`src/mem_ram.sv`:
```
// Generic single-port-write, single-port-read RAM with a registered read.
`default_nettype none

module mem_ram #(
    parameter int WIDTH = 8,
    parameter int DEPTH = 16
) (
    input  wire logic                     i_clk,
    input  wire logic                     i_we,
    input  wire logic [$clog2(DEPTH)-1:0] i_waddr,
    input  wire logic [WIDTH-1:0]         i_wdata,
    input  wire logic                     i_re,
    input  wire logic [$clog2(DEPTH)-1:0] i_raddr,
    output logic      [WIDTH-1:0]         o_rdata
);

    logic [WIDTH-1:0] r_mem [DEPTH];

    always_ff @(posedge i_clk) begin
        if (i_we) begin
            r_mem[i_waddr] <= i_wdata;
        end
        if (i_re) begin
            o_rdata <= r_mem[i_raddr];
        end
    end

endmodule

`default_nettype wire

```
`config.mk`:
```
export PLATFORM = sky130hd
export DESIGN_NAME = mem_ram
export DESIGN_NICKNAME = d
export VERILOG_FILES = /design/src/mem_ram.sv
export SDC_FILE = /design/constraint.sdc
export NUM_CORES = 1
export LEC_CHECK = 0
export BUFFER_PORTS_ARGS = -buffer_cell sky130_fd_sc_hd__buf_4
export CORE_ASPECT_RATIO = 1.1
export CORE_MARGIN = 8
export CORE_UTILIZATION = 40
export DETAILED_ROUTE_END_ITERATION = 10
export PLACE_DENSITY = 0.64
export REMOVE_ABC_BUFFERS = 1
export SETUP_SLACK_MARGIN = 0.1
export SYNTH_ARGS = -nofsm -noshare
export SYNTH_HDL_FRONTEND = slang
export SYNTH_SLANG_ARGS = --single-unit
```
`constraint.sdc`:
```
create_clock -name i_clk -period 2.24 [get_ports i_clk]
set_input_delay 0.336 -clock i_clk [delete_from_list [all_inputs] [get_ports i_clk]]
set_output_delay 0.336 -clock i_clk [all_outputs]
set_load 0.01 [all_outputs]
```
# Word level (Yosys, flattened, before mapping)
# Memories as Yosys holds them, arrays and structs flattened. A register that Yosys moved wholly into a read port is not among the register bits.
# Index checks and enable logic that the tools add are counted.
[totals]
register_bits = 0
ram_bits = 128
inputBits = 19
elab_cells = 3
memories = 1
[op_classes]
muxes = 2
[mem_list]
columns = ["memory", "words", "word_bits", "rd", "rd_clocked_by_memory_dff", "write_ports", "line_no", "text"]
rows = [
  ["r_mem", 16, 8, 1, 1, 1, "17", "logic [WIDTH-1:0] r_mem [DEPTH];"],
]
[ops]
columns = ["cell", "count"]
rows = [
  ["$mux W1", 2],
]

# Logic depth before layout (Yosys ltp)
[depth]
ltp_word = 2
mapped_depth = 5
depth_no_buf = 3

# Worst setup path after synthesis
# OpenSTA, ideal clock, no wires.
[synth_timing]
path_kind = "input to register"
from = "input i_waddr[2]"
to = "memory r_mem[0][0] (enable)"
setup_ps = 383
arrival_time_ps = 1446
slack_ps = 411
path_stages = 2
cell_sequence = "or3b_2 nor3_1"
[synth_rtl]
columns = ["element", "line_no", "text"]
rows = [
  ["from (decl)", "10", "input wire logic [$clog2(DEPTH)-1:0] i_waddr,"],
  ["to (decl)", "17", ""],
]
# Straight into the memory's write port.

==> metrics.cfg <==
[status]
status=finished, final reports clean

[die]
start_util=0.402
fp.dieH_um=136
core_um2=13000
die_x_um=125
die-area_um2=17000
io_pins=27
num_rows=44

[clocking]
cts-resized-gates=0
cts_max_level=4
cts_hold_buffers=0
cts_made_buffers=17
cts-root-buf=clkbuf_16
post_cts_buffers=0
clk_pin_slew_ns=0.05
clk_latency_ns=0.40
clock-sinks=136
clockBufferDepth=2
cts_tree=done

[worst_setup_path]
path_max_fanout=14
max_stage_delay_ns=0.59
arrival_ns=1.74
required_ns=2.39
crit_slowest_cell=mux4_1
cp-end-kind=flip-flop
r2r_slack_ns=0.73
worstSetupPathType=in -> reg
crit_chain=buf_4 > buf_12 > mux4_1 > a22oi_1 > nand2_1
start_kind=input port

[detailed_routing]
ant_nets=0
drc_errors=0
drt_pass1_iterations=4
wl_per_cell_um=22.6
routed_wl_um=10300
first_iter_violations=234
vias_per_cell=5.47
vias=2505

[power_and_ir_drop]
internal_power_mw=4.62
switching_share=0.194
p_leak_nw=2.11
power_frac_seq=0.503
clock_power_share=0.447
power_frac_comb=0.049
p_per_area_nw_per_um2=915
ir_drop_mv=0.488
switching_power_mw=1.11

[timing]
final.setup.tns_ns=0
finalHoldViolations=0
period_needed_ns=1.59
worst_slew_pin_slew_ns=0.456
clock.fmax_mhz=630
grt_setup_unrepaired=no
clock_skew_ns=0.00404
setup_viol=0
post-route-period-util=0.709
slew_viol_final=0
maxSlewHeadroom=0.696

[place]
dpl.hpwl_um=6430
gp_congestion=0.694
dp.cells=426
placement.io_buffers=26

[cells_and_area]
drive_gt1_frac=0.306
layout.cells.non_filler=458
syn2layout_area_growth_pct=19.8
n_antenna_cell=0
final_util=0.482
nets=303

[synthesis]
synth.distinct_cells=18
yosysWarnings=0
syn_inst=229
yosysSeqAreaShare=0.781
syn-cell-area_um2=5230
avgSynthCellArea_um2=22.8
ys_ff_latch=136

[global_route]
grt_max_degree=33
grt_usage=0.129
grt_antenna_before_repair=0
grt_pass1_wl_um=15900
grt_pass1_vias=2636
grt_overflow=0

[min_path]
hp-class=in -> reg

[job]
cap_violations=0

-- layout by cell type (no fill, tap or decap) --
master / count
buf_4: 44
mux4_2: 18
and2b_1: 1
nor2_1: 13
nand3b_1: 2
buf_12: 2
clkinv_2: 5
a22oi_1: 16
nand2b_1: 2
bufinv_16: 2
nand2_1: 9
and2_1: 1
mux4_1: 14
clkbuf_16: 17
clkinv_1: 1
or3b_2: 1
nor3_1: 4
clkbuf_1: 5
clkinvlp_4: 2
nand3_1: 1
nor2b_1: 1
edfxtp_1: 136
-- through the flow --
step	power (mW)	hold WS (ns)	worst slack, ns	instance area [um2]
final	5.73	0.237	0.652	6260
after global routing	5.89	0.238	0.565	6260
after CTS	5.77	0.218	0.630	6260
after detailed placement	3.22	0.645	0.204	5710
after global placement	3.21	0.640	0.200	5710
after floorplan	3.05	0.435	0.411	5140
-- worst max-delay path, delay by kind of cell --
kind,cells,cell delay (ns)
AND/OR/NAND/NOR,1,0.09
multiplexers,1,0.59
AO/OA/AOI/OAI,1,0.26
buffers and inverters,2,0.45
-- final timing paths --
path	depth (start not counted)	startpoint	endpoint
max	5	i_raddr[0]	o_rdata[0]
min	1	i_wdata[1]	r_mem[12][1]
max reg2reg	3	r_mem[5][0]	o_rdata[0]
min reg2reg	3	r_mem[14][7]	o_rdata[7]
-- per-layer routing --
metal / vias to the layer above / GRT usage / share of wire
met4: 0 / 0.0508 / 0.0085
met3: 9 / 0.0345 / 0.047
met1: 1327 / 0.168 / 0.46
met5: - / 0 / 0
met2: 79 / 0.203 / 0.48
li1: 1090 / - / -
-- synthesized netlist by cell type --
cell type / instances / area [um2]
edfxtp_1: 136 / 4080
mux4_2: 18 / 405
a22oi_1: 16 / 120
mux4_1: 14 / 368
nor2_1: 13 / 48.8
nand2_1: 9 / 33.8
nor3_1: 4 / 20.0
buf_2: 3 / 15.0
buf_6: 3 / 33.8
clkdlybuf4s25_2: 3 / 30.0
nand2b_1: 2 / 12.5
nand3b_1: 2 / 15.0
and2_1: 1 / 6.26
and2b_1: 1 / 7.51
buf_4: 1 / 7.51
nand3_1: 1 / 5.00
nor2b_1: 1 / 6.26
or3b_2: 1 / 8.76
-- cell families (layout without fill, tap and decap cells) --
logic type,count (synthesis),in the layout,synth area share
buf+inv,10,78,0.0165
compound gates,16,16,0.0230
simple gates,35,35,0.0314
mux,32,32,0.148
flops,136,136,0.781
-- power by group through the flow --
stage	logic, mW	clock network [mW]	registers, mW
6_report	0.282	2.56	2.88
3_5_place_dp	0.288	0	2.94
5_1_grt	0.309	2.70	2.89
4_1_cts	0.288	2.60	2.89
3_3_place_gp	0.281	0	2.93
2_1_floorplan	0.114	0	2.94
-- sequential cells by signal, summed over array words and instances (netlist names) --
signal and cells:
r_mem 128, o_rdata 8
-- area by class of cell --
class	instances	area, um2
Fill cell	1047	6730
Tap cell	161	201
Timing Repair Buffer	46	370
Sequential cell	136	4080
Multi-Input combinational cell	83	1060
Clock inverter	10	104
Clock buffer	22	444
Note: power is estimated with default switching activity, not from simulation.
